==> src/sv/pgd_pkg.sv <==
// Package for the polynomial regression gradient step block.
// Word types, codes, sequencer states and Q16.16 helpers; no dependencies.
package pgd_pkg;

   localparam int MAX_POINTS_DEF = 128;
   localparam int NUM_COEFFS_DEF = 4;

   localparam int CNT_W    = 11;   // holds a point count up to 2047
   localparam int LOSS_W   = 56;   // loss sum, 2^45 per point
   localparam int SSUM_W   = 44;   // signed error sum
   localparam int ACC_W    = 48;
   localparam int DIV_W    = 57;
   localparam int DCOUNT_W = 6;

   localparam logic [1:0] KIND_POINT  = 2'd0;
   localparam logic [1:0] KIND_COEFF  = 2'd1;
   localparam logic [1:0] KIND_STEP   = 2'd2;
   localparam logic [1:0] KIND_UNUSED = 2'd3;

   localparam logic [1:0] CSR_ENABLE    = 2'd0;
   localparam logic [1:0] CSR_RATE      = 2'd1;
   localparam logic [1:0] CSR_THRESHOLD = 2'd2;
   localparam logic [1:0] CSR_COUNT     = 2'd3;

   localparam logic [30:0] LOSS_MAX = 31'h7fff_ffff;

   typedef struct packed {
      logic [1:0]         kind;
      logic [6:0]         index;
      logic signed [31:0] x_value;
      logic signed [31:0] y_value;
      logic signed [31:0] coefficient_value;
   } pgd_req_type;

   typedef struct packed {
      logic [2:0]         coefficient_index;
      logic signed [31:0] new_coefficient;
      logic signed [31:0] gradient_value;
      logic [30:0]        mean_loss;
      logic signed [31:0] mean_error;
      logic               skipped;
      logic               last;
   } pgd_rsp_type;

   typedef struct packed {
      logic                    start;
      logic signed [DIV_W-1:0] dividend;
      logic [CNT_W-1:0]        divisor;
   } pgd_div_req_type;

   typedef struct packed {
      logic                    done;
      logic signed [DIV_W-1:0] quotient;
   } pgd_div_rsp_type;

   typedef enum logic [4:0] {
      ST_IDLE, ST_RD, ST_H_MUL, ST_H_ADD, ST_ERR, ST_L_MUL, ST_L_ACC,
      ST_G_MUL, ST_G_ACC, ST_P_MUL, ST_P_UPD, ST_DL_GO, ST_DL_WAIT,
      ST_DS_GO, ST_DS_WAIT, ST_DG_GO, ST_DG_WAIT, ST_LR_MUL, ST_UPD, ST_EMIT
   } pgd_state_type;

   function automatic logic signed [63:0] sx64(input logic signed [31:0] v);
      return {{32{v[31]}}, v};
   endfunction

   function automatic logic signed [31:0] sat32(input logic signed [63:0] v);
      if (v > 64'sd2147483647) begin
         return 32'sh7fff_ffff;
      end else if (v < -64'sd2147483648) begin
         return 32'sh8000_0000;
      end else begin
         return v[31:0];
      end
   endfunction

   function automatic logic signed [31:0] qround(input logic signed [63:0] p);
      logic signed [63:0] t;
      t = (p + 64'sd32768) >>> 16;
      return sat32(t);
   endfunction

endpackage

==> src/sv/pgd_div.sv <==
// Restoring divider, one quotient bit per clock, truncating toward zero.
// Depends on pgd_pkg for the request and result word types.
module pgd_div (
   input  logic                     clock,
   input  logic                     reset,
   input  pgd_pkg::pgd_div_req_type div_req,
   output pgd_pkg::pgd_div_rsp_type div_rsp
);
   import pgd_pkg::*;

   logic [DIV_W-1:0]    quo_ff, quo_in;
   logic [CNT_W-1:0]    rem_ff, rem_in;
   logic [CNT_W-1:0]    dsr_ff, dsr_in;
   logic [DCOUNT_W-1:0] count_ff, count_in;
   logic                busy_ff, busy_in;
   logic                neg_ff, neg_in;
   logic                done_ff, done_in;
   logic [CNT_W:0]      trial;
   logic                take;

   always_comb begin
      trial    = {rem_ff, quo_ff[DIV_W-1]};
      take     = trial >= {1'b0, dsr_ff};
      quo_in   = quo_ff;
      rem_in   = rem_ff;
      dsr_in   = dsr_ff;
      count_in = count_ff;
      busy_in  = busy_ff;
      neg_in   = neg_ff;
      done_in  = 1'b0;
      if (div_req.start) begin
         neg_in   = div_req.dividend[DIV_W-1];
         quo_in   = div_req.dividend[DIV_W-1] ? DIV_W'(-div_req.dividend)
                                              : DIV_W'(div_req.dividend);
         rem_in   = '0;
         dsr_in   = div_req.divisor;
         count_in = '0;
         busy_in  = 1'b1;
      end else if (busy_ff) begin
         rem_in   = take ? CNT_W'(trial - {1'b0, dsr_ff}) : trial[CNT_W-1:0];
         quo_in   = {quo_ff[DIV_W-2:0], take};
         count_in = count_ff + 1'b1;
         if (count_ff == DCOUNT_W'(DIV_W - 1)) begin
            busy_in = 1'b0;
            done_in = 1'b1;
         end
      end
   end

   always_ff @(posedge clock) begin
      if (reset) begin
         busy_ff <= 1'b0;
         done_ff <= 1'b0;
      end else begin
         busy_ff <= busy_in;
         done_ff <= done_in;
      end
      quo_ff   <= quo_in;
      rem_ff   <= rem_in;
      dsr_ff   <= dsr_in;
      count_ff <= count_in;
      neg_ff   <= neg_in;
   end

   assign div_rsp.done     = done_ff;
   assign div_rsp.quotient = neg_ff ? -$signed(quo_ff) : $signed(quo_ff);

endmodule

==> config.mk <==
export PLATFORM = sky130hd
export DESIGN_NAME = pgd_div
export DESIGN_NICKNAME = d
export VERILOG_FILES = /design/src/sv/pgd_pkg.sv /design/src/sv/pgd_div.sv
export SDC_FILE = /design/constraint.sdc
export NUM_CORES = 1
export LEC_CHECK = 0
export BUFFER_PORTS_ARGS = -buffer_cell sky130_fd_sc_hd__buf_4
export CAP_MARGIN = 25
export CORE_UTILIZATION = 35
export DETAILED_ROUTE_END_ITERATION = 10
export SYNTH_ARGS = -nofsm -noshare
export SYNTH_HDL_FRONTEND = slang
export SYNTH_SLANG_ARGS = --single-unit
==> constraint.sdc <==
create_clock -name clock -period 7.4 [get_ports clock]
set_input_delay 0.74 -clock clock [delete_from_list [all_inputs] [get_ports clock]]
set_output_delay 0.74 -clock clock [all_outputs]
set_load 0.1 [all_outputs]
==> impl_metrics.env, run 1 <==
export IMPL_detail_route_wl_per_cell_um=16.11
export IMPL_reg2reg_slack_ns=4.45
export IMPL_end_kind="primary output"
export IMPL_htreeDepth=3
export IMPL_routabilityCongestion=0.8087
export IMPL_cp_depth=7
export IMPL_avgSynthCellArea_um2=8.957
export IMPL_final_setup_tns_ns=0
export IMPL_cp_top_family="simple AND/OR/NAND/NOR gates"
export IMPL_die_height_um=139.8
export IMPL_synth_simple_area_share=0.2035
export IMPL_synth_adder_area_share=0.03125
export IMPL_synth_top_family_by_area="simple AND/OR/NAND/NOR gates"
export IMPL_path_cells="nor4_1 > or4b_2 > nor3_1 > nand2_1 > o31ai_1 > xnor2_1 > buf_4"
export IMPL_vdd_drop_max_v=0.0001010
export IMPL_hold_depth=2
export IMPL_cts_setup_buffers=0
export IMPL_slew_headroom=0.3930
export IMPL_cts_sinks=88
export IMPL_hold_end="rem_ff[10]"
export IMPL_slowest_stage="or4b_2"
export IMPL_insertion_delay_ns=0.35
export IMPL_syn_nets=829
export IMPL_cts_tree="yes"
export IMPL_synth_seq_area_share=0.3690
export IMPL_worstReg2RegStart="quo_ff[56]"
export IMPL_yosys_area_top_type="edfxtp_1"
export IMPL_drc_errors=0
export IMPL_synthCells=742
export IMPL_portBuffers=128
export IMPL_async_flop_share=0
export IMPL_grt_overflow=0
export IMPL_min_delay_path_class="flip-flop to flip-flop"
export IMPL_grt_pass1_vias=5064
export IMPL_cts_hold_buf=0
export IMPL_arrival_ns=3.50
export IMPL_tightestPinTransition_ns=0.9022
export IMPL_num_vias=5797
export IMPL_grt_start_max_net_pins=93
export IMPL_viasPerCell=5.353
export IMPL_period_share=0.5726
export IMPL_core_mm2=0.01864
export IMPL_antenna_left=0
export IMPL_die_w_um=139.8
export IMPL_leakage_nw=2.965
export IMPL_fin_skew_ns=0.005002
export IMPL_cts_root_buf="clkbuf_16"
export IMPL_reg2reg_depth=9
export IMPL_rows=50
export IMPL_cp_max_fo=6
export IMPL_drv_slew=0
export IMPL_hold_viol_final=0
export IMPL_fin_nets=931
export IMPL_layout_drive_gt1_share=0.2111
export IMPL_max_freq_ghz=0.2360
export IMPL_synth_top_cell_area_share=0.3117
export IMPL_grt_usage=0.1773
export IMPL_power_density_mw_per_mm2=247.8
export IMPL_muxShareOfSynthArea=0.006212
export IMPL_synth_seq_cells=88
export IMPL_crit_required_ns=6.66
export IMPL_drtPass1Iterations=4
export IMPL_ios=129
export IMPL_hold_start="rem_ff[10]"
export IMPL_rr_endpoint="rem_ff[5]"
export IMPL_ctsLongestPathBuffers=2
export IMPL_final_cell_count_no_fill=1083
export IMPL_post_cts_resized=0
export IMPL_antenna_found_initial=1
export IMPL_synth_compound_area_frac=0.1939
export IMPL_wl_um=17440
export IMPL_dp_cells=1067
export IMPL_rsz0062_at_grt="false"
export IMPL_synthTopCellsByArea="edfxtp_1 (31%), xnor2_1 (7.9%), xor2_1 (7.4%)"
export IMPL_setup_viol_count_final=0
export IMPL_cts_buffers_inserted=9
export IMPL_synth_edf_count=69
export IMPL_synth_distinct_cells=60
export IMPL_worstSetupStartpointType="flip-flop"
export IMPL_status="complete, no violations"
export IMPL_maxCapViolCount=0
export IMPL_synth_xor_area_frac=0.1529
export IMPL_drt_iter0_drc=428
export IMPL_period_needed_ns=4.237
export IMPL_cp_num_buf_inv=1
export IMPL_synth_area_mm2=0.006646
export IMPL_max_stage_delay_ns=0.68
export IMPL_start_util=0.3565
export IMPL_synthToLayoutAreaGrowth_pct=21.14
export IMPL_dieArea_mm2=0.01954
export IMPL_ys_warn_count=0
export IMPL_grt_pass1_wl_um=27200
export IMPL_dp_hpwl_um=12780
export IMPL_clkTransAtPathRegs_ns=0.06
export IMPL_setup_worst_path_class="flip-flop to primary output"
export IMPL_synth_ff_type="edfxtp_1"
## worst max-delay path by stage
stage | startpoint | end
floorplan | quo_ff[29] | div_rsp[56]
global placement | quo_ff[21] | div_rsp[44]
detailed placement | quo_ff[21] | div_rsp[46]
CTS | quo_ff[21] | div_rsp[46]
global route | quo_ff[21] | div_rsp[42]
finish | quo_ff[21] | div_rsp[46]
## area by class of cell
class	count	area, µm²
tap	234	292.8
sequential	88	2452
clock buffer	10	229.0
antenna	1	2.502
inverter	28	105.1
multi-input combinational	585	3906
timing repair buffer	132	991.0
fill	1883	10590
clock inverter	5	72.57
## stage by stage
| stage | area (µm²) | utilization | power [mW] | hold slack [ns] | setup WS [ns] |
|---|---|---|---|---|---|
| 4_1_cts | 8049 | 0.4317 | 2.012 | 0.4989 | 3.086 |
| 6_report | 8051 | 0.4319 | 1.996 | 0.4963 | 3.163 |
| 3_5_place_dp | 7747 | 0.4156 | 1.528 | 0.4908 | 3.462 |
| 5_1_grt | 8051 | 0.4319 | 2.080 | 0.5169 | 2.864 |
| 2_1_floorplan | 6646 | - | 1.328 | 0.4584 | 3.615 |
| 3_3_place_gp | 7747 | 0.4156 | 1.525 | 0.4726 | 3.516 |
## state kept, by name (all words and copies together), names as in the netlist
signal    cells
quo_ff       57
neg_ff        1
busy_ff       1
count_ff      6
dsr_ff       11
rem_ff       11
done_ff       1
## worst register-to-register path, stage by stage, from the launching register on
cell and delay (ns):
edfxtp_1 0.37, inv_1 0.08, ha_1 0.22, fa_1 0.40, nand2b_1 0.19, a21oi_1 0.23
o211ai_1 0.14, a21oi_1 0.71, o21ai_0 0.21, a311oi_1 0.30
## routing by layer
| layer | part of all wire | track usage | routed length [µm] |
|---|---|---|---|
| met2 | 0.43 | 0.2661 | 7558 |
| met5 | 0 | 0 | 0 |
| met1 | 0.49 | 0.2545 | 8632 |
| met3 | 0.049 | 0.02409 | 855 |
| met4 | 0.023 | 0.07287 | 398 |
## cells in the final DEF, fill, tap and decap left out, types with 15 or more instances in the layout
master and n:
a21oi_1 65, buf_4 132, dfxtp_1 19, edfxtp_1 69
ha_1 15, inv_1 28, nand2_1 42, nand3_1 16
nor2_1 84, o21ai_0 50, o31ai_1 32, o41ai_1 17
or3_1 18, xnor2_1 60, xor2_1 56
## synthesized netlist by cell type (all sizes together) (19+ instances only)
cell type,number
a21oi,65
clkbuf,34
dfxtp,19
edfxtp,69
inv,28
nand2,43
nor2,84
o21ai,50
o31ai,32
o41ai,20
or3,24
or4,20
xnor2,60
xor2,56
## report_power, final
part	internal [mW]	total, mW	leakage [nW]	switching [mW]
combinational	0.222	0.865	1.99	0.644
sequential	0.596	0.652	0.832	0.0564
clock	0.291	0.478	0.147	0.186
total	1.11	2.00	2.97	0.887
## kinds of logic (layout without fill, tap and decap cells)
family | after synthesis | after routing
AOI/OAI and AO/OA | 200 | 200
xor gates and xnor gates | 116 | 116
adders and majority gates | 16 | 16
buffers and inverters | 69 | 175
DFF | 88 | 88
muxes | 4 | 4
other | 0 | 1
and+or+nand+nor | 249 | 249
No activity file was read; power rests on OpenSTA's default activity.
==> inputs of run 2 (changes only) <==
clock period = 3.95 ns   (was 7.4 ns; I/O delays follow)
==> impl_metrics.env, run 2 (synthesis results as in run 1) <==
export IMPL_layout_commonest_cell="buf_4"
export IMPL_period_needed_ns=3.714
export IMPL_fin_nets=934
export IMPL_routabilityCongestion=0.8519
export IMPL_min_delay_path_class="input port to flip-flop"
export IMPL_power_density_mw_per_mm2=455.4
export IMPL_insertion_delay_ns=0.34
export IMPL_grt_pass1_wl_um=28290
export IMPL_start_util=0.3565
export IMPL_core_mm2=0.01864
export IMPL_tightestPinTransition_ns=0.9069
export IMPL_detail_route_wl_per_cell_um=16.25
export IMPL_worstSetupStartpointType="flip-flop"
export IMPL_num_vias=5822
export IMPL_cp_max_fo=3
export IMPL_drt_iter0_drc=492
export IMPL_largest_reg_flops=57
export IMPL_drtPass1Iterations=5
export IMPL_drv_slew=0
export IMPL_antenna_left=0
export IMPL_synthToLayoutAreaGrowth_pct=21.72
export IMPL_maxCapViolCount=0
export IMPL_arrival_ns=3.32
export IMPL_dp_hpwl_um=13020
export IMPL_cts_setup_buffers=0
export IMPL_comb_power_share=0.440
export IMPL_ctsLongestPathBuffers=2
export IMPL_period_share=0.9404
export IMPL_clkPwrFrac=0.226
export IMPL_hold_viol_final=0
export IMPL_status="complete, no violations"
export IMPL_die_w_um=139.8
export IMPL_crit_required_ns=3.56
export IMPL_antenna_cells=0
export IMPL_grt_start_max_net_pins=104
export IMPL_die_height_um=139.8
export IMPL_dieArea_mm2=0.01954
export IMPL_viasPerCell=5.361
export IMPL_max_freq_ghz=0.2692
export IMPL_portBuffers=128
export IMPL_cts_sinks=88
export IMPL_reg_top3="quo_ff (57), dsr_ff (11), rem_ff (11)"
export IMPL_switching_share=0.4579
export IMPL_grt_pass1_vias=5369
export IMPL_slew_headroom=0.3954
export IMPL_wl_met3_um=944
export IMPL_clkTransAtPathRegs_ns=0.06
export IMPL_final_setup_tns_ns=0
export IMPL_drt_met1_wl_um=8449
export IMPL_fillers=1839
export IMPL_wl_met2_um=8003
export IMPL_grt_usage=0.1821
export IMPL_p_sw_mw=1.687
export IMPL_dr_max_layer_used="met4"
export IMPL_cts_hold_buf=0
export IMPL_layout_drive_gt1_share=0.2195
export IMPL_cts_buffers_inserted=9
export IMPL_rsz0062_at_grt="false"
export IMPL_ios=129
export IMPL_wl_um=17650
export IMPL_end_kind="primary output"
export IMPL_leakage_nw=2.982
export IMPL_fin_skew_ns=0.005491
export IMPL_setup_viol_count_final=0
export IMPL_antenna_found_initial=0
export IMPL_layout_common_cells="buf_4 (133), nor2_1 (84), edfxtp_1 (69)"
export IMPL_hold_ws_ns=0.2191
export IMPL_seq_power_share=0.334
export IMPL_p_int_mw=1.997
export IMPL_vdd_drop_max_v=0.0002155
export IMPL_htreeDepth=3
export IMPL_setup_worst_path_class="flip-flop to primary output"
export IMPL_grt_overflow=0
export IMPL_rows=50
export IMPL_regMostFlops="quo_ff"
export IMPL_cts_root_buf="clkbuf_16"
export IMPL_cts_tree="yes"
export IMPL_drc_errors=0
export IMPL_post_cts_resized=0
run 2: worst paths after layout:
| kind | startpoint | end | slack (ns) | depth (start not counted) |
|---|---|---|---|---|
| setup / recovery | quo_ff[22] | div_rsp[56] | 0.24 | 8 |
| hold / removal | reset | done_ff | 0.22 | 2 |
| setup reg to reg | quo_ff[56] | rem_ff[2] | 0.93 | 9 |
| hold reg to reg | count_ff[5] | count_ff[5] | 0.50 | 2 |
run 2: worst max-delay path, cell delays in order (launching register included):
cell and delay [ns]:
edfxtp_1 0.44, nor4_2 0.36, or4b_2 0.67, nor3_1 0.33
buf_4 0.18, nand2_2 0.07, o41ai_2 0.38, xnor2_1 0.21
buf_4 0.34
run 2: power by group through the flow:
stage / logic (mW) / registers [mW] / clock network, mW
after global placement: 1.62 / 1.24 / 0
after detailed placement: 1.62 / 1.24 / 0
final: 1.62 / 1.23 / 0.833
after CTS: 1.63 / 1.22 / 0.856
after floorplan: 1.28 / 1.21 / 0
after global routing: 1.71 / 1.24 / 0.892
run 2: routing by layer:
layer  up-vias  track usage
met5         -            0
met4         0      0.05147
met3        21      0.03131
met2       151       0.2876
met1      2708       0.2543
li1       2942            -
run 2: metrics by stage:
| stage | std cells | util | instance area (µm²) | setup WS [ns] | power [mW] |
|---|---|---|---|---|---|
| after floorplan | 742 | - | 6646 | 0.5101 | 2.489 |
| after global placement | 1070 | 0.4181 | 7795 | 0.5790 | 2.860 |
| after detailed placement | 1070 | 0.4181 | 7795 | 0.5324 | 2.867 |
| after CTS | 1086 | 0.4334 | 8079 | 0.1571 | 3.709 |
| after global routing | 1086 | 0.4340 | 8090 | 0.07011 | 3.842 |
| final | 1086 | 0.4340 | 8090 | 0.2356 | 3.684 |
run 2: layout make-up:
cell class,count,area (µm²),share of cell area
clock inverter,5,30.03,0.003712
multi-input combinational,585,3918,0.4842
inverter,28,105.1,0.01299
sequential,88,2452,0.3031
clock buffer,11,254.0,0.03140
tap,234,292.8,0.03619
timing repair buffer,135,1039,0.1284
==> inputs of run 3 (changes only) <==
==> constraint.sdc (replaced) <==
create_clock -name clock -period 3.95 [get_ports clock]
set_input_delay 0.395 -clock clock [delete_from_list [all_inputs] [get_ports clock]]
set_output_delay 0.395 -clock clock [all_outputs]
set_load 0.02 [all_outputs]
==> impl_metrics.env, run 3 (synthesis results as in run 1) <==
export IMPL_status="complete, no violations"
export IMPL_wl_um=17740
export IMPL_regMostFlops="quo_ff"
export IMPL_cts_tree="yes"
export IMPL_antenna_left=0
export IMPL_insertion_delay_ns=0.34
export IMPL_dp_hpwl_um=13100
export IMPL_grt_pass1_wl_um=27860
export IMPL_cts_buffers_inserted=9
export IMPL_hold_ws_ns=0.2135
export IMPL_die_height_um=139.8
export IMPL_cp_num_buf_inv=2
export IMPL_core_mm2=0.01864
export IMPL_layout_common_cells="buf_4 (133), nor2_1 (84), edfxtp_1 (69)"
export IMPL_cts_sinks=88
export IMPL_rsz0062_at_grt="false"
export IMPL_setup_viol_count_final=0
export IMPL_reg_top3="quo_ff (57), dsr_ff (11), rem_ff (11)"
export IMPL_drv_slew=0
export IMPL_fin_skew_ns=0.006557
export IMPL_cts_hold_buf=0
export IMPL_fin_nets=934
export IMPL_cp_max_fo=4
export IMPL_grt_usage=0.1813
export IMPL_htreeDepth=3
export IMPL_max_stage_delay_ns=0.67
export IMPL_setup_worst_path_class="flip-flop to primary output"
export IMPL_worstSetupStartpointType="flip-flop"
export IMPL_worst_slack_ns=0.4358
export IMPL_start_util=0.3565
export IMPL_grt_pass1_vias=5301
export IMPL_drt_iter0_drc=447
export IMPL_num_vias=5899
export IMPL_crit_required_ns=3.56
export IMPL_post_place_ws_ns=0.7482
export IMPL_total_power_mw=3.009
export IMPL_final_setup_tns_ns=0
export IMPL_period_needed_ns=3.514
export IMPL_antenna_cells=0
export IMPL_grt_overflow=0
export IMPL_hold_viol_final=0
export IMPL_path_common_cell="buf_4"
export IMPL_cts_root_buf="clkbuf_16"
export IMPL_routabilityCongestion=0.8723
export IMPL_max_freq_ghz=0.2846
export IMPL_maxCapViolCount=0
export IMPL_layout_drive_gt1_share=0.2160
export IMPL_ios=129
export IMPL_dieArea_mm2=0.01954
export IMPL_drc_errors=0
export IMPL_vdd_drop_max_v=0.0002114
export IMPL_leakage_nw=2.983
export IMPL_cp_top_family="simple AND/OR/NAND/NOR gates"
export IMPL_end_kind="primary output"
export IMPL_grt_start_max_net_pins=93
export IMPL_power_density_mw_per_mm2=372.3
export IMPL_portBuffers=128
export IMPL_rows=50
export IMPL_reg2reg_slack_ns=0.90
export IMPL_cts_setup_buffers=0
export IMPL_antenna_found_initial=0
export IMPL_die_w_um=139.8
export IMPL_path_cells="nor4_1 > or4b_2 > nor3_1 > buf_4 > nand2_2 > o41ai_2 > xnor2_1 > buf_4"
export IMPL_drtPass1Iterations=5
export IMPL_clkTransAtPathRegs_ns=0.06
export IMPL_period_share=0.8897
export IMPL_min_delay_path_class="input port to flip-flop"
export IMPL_fillers=1884
export IMPL_slew_headroom=0.3516
export IMPL_synthToLayoutAreaGrowth_pct=21.59
export IMPL_viasPerCell=5.432
export IMPL_tightestPinTransition_ns=0.9726
export IMPL_largest_reg_flops=57
export IMPL_layout_commonest_cell="buf_4"
export IMPL_slowest_stage="or4b_2"
export IMPL_detail_route_wl_per_cell_um=16.34
export IMPL_ctsLongestPathBuffers=2
export IMPL_post_cts_resized=0
export IMPL_arrival_ns=3.12
[run 3: cell count changes in the layout (fill, tap and decap cells not counted), sizes merged]
cell / previous run / this run
clkbuf: 11 / 14
clkinv: 3 / 1
clkinvlp: 2 / 1
[run 3: path summary, 6_finish.rpt]
| check | startpoint | depth (start not counted) | to |
|---|---|---|---|
| min reg2reg | count_ff[5] | 2 | count_ff[5] |
| max | quo_ff[21] | 8 | div_rsp[56] |
| max reg2reg | quo_ff[56] | 9 | rem_ff[5] |
| min | reset | 2 | busy_ff |
[run 3: power by group]
part           internal (mW)  switching (mW)
clock                  0.478           0.354
sequential              1.12           0.113
combinational          0.416           0.532
[run 3: layout make-up]
cell class                      instances  area [µm²]  area share
Timing Repair Buffer                  135        1039      0.1285
Tap cell                              234       292.8     0.03623
Clock inverter                          2       12.51    0.001548
Clock buffer                           14       274.0     0.03391
Inverter                               28       105.1     0.01301
Multi-Input combinational cell        585        3906      0.4834
Sequential cell                        88        2452      0.3035
[run 3: through the flow]
| step | cells | area [µm²] | util |
|---|---|---|---|
| 3_3_place_gp | 1070 | 7795 | 0.4181 |
| 5_1_grt | 1086 | 8082 | 0.4335 |
| 6_report | 1086 | 8082 | 0.4335 |
| 2_1_floorplan | 742 | 6646 | - |
| 4_1_cts | 1086 | 8082 | 0.4335 |
| 3_5_place_dp | 1070 | 7795 | 0.4181 |
[run 3: routing by layer]
metal / routed length, µm / vias up / global-route usage
met2: 7750 / 176 / 0.2747
met1: 8479 / 2752 / 0.2576
li1: - / 2945 / -
met5: 0 / - / 0
met4: 397 / 0 / 0.06825
met3: 1114 / 26 / 0.02925
[run 3: worst reg2reg max path, cell delays in order, from the launching register on]
cell and delay, ns:
edfxtp_1 0.36, inv_1 0.08, ha_1 0.23, fa_1 0.41
nand2b_1 0.18, a21oi_1 0.25, o211ai_1 0.14, a21oi_1 0.77
o21ai_0 0.23, a311oi_1 0.30
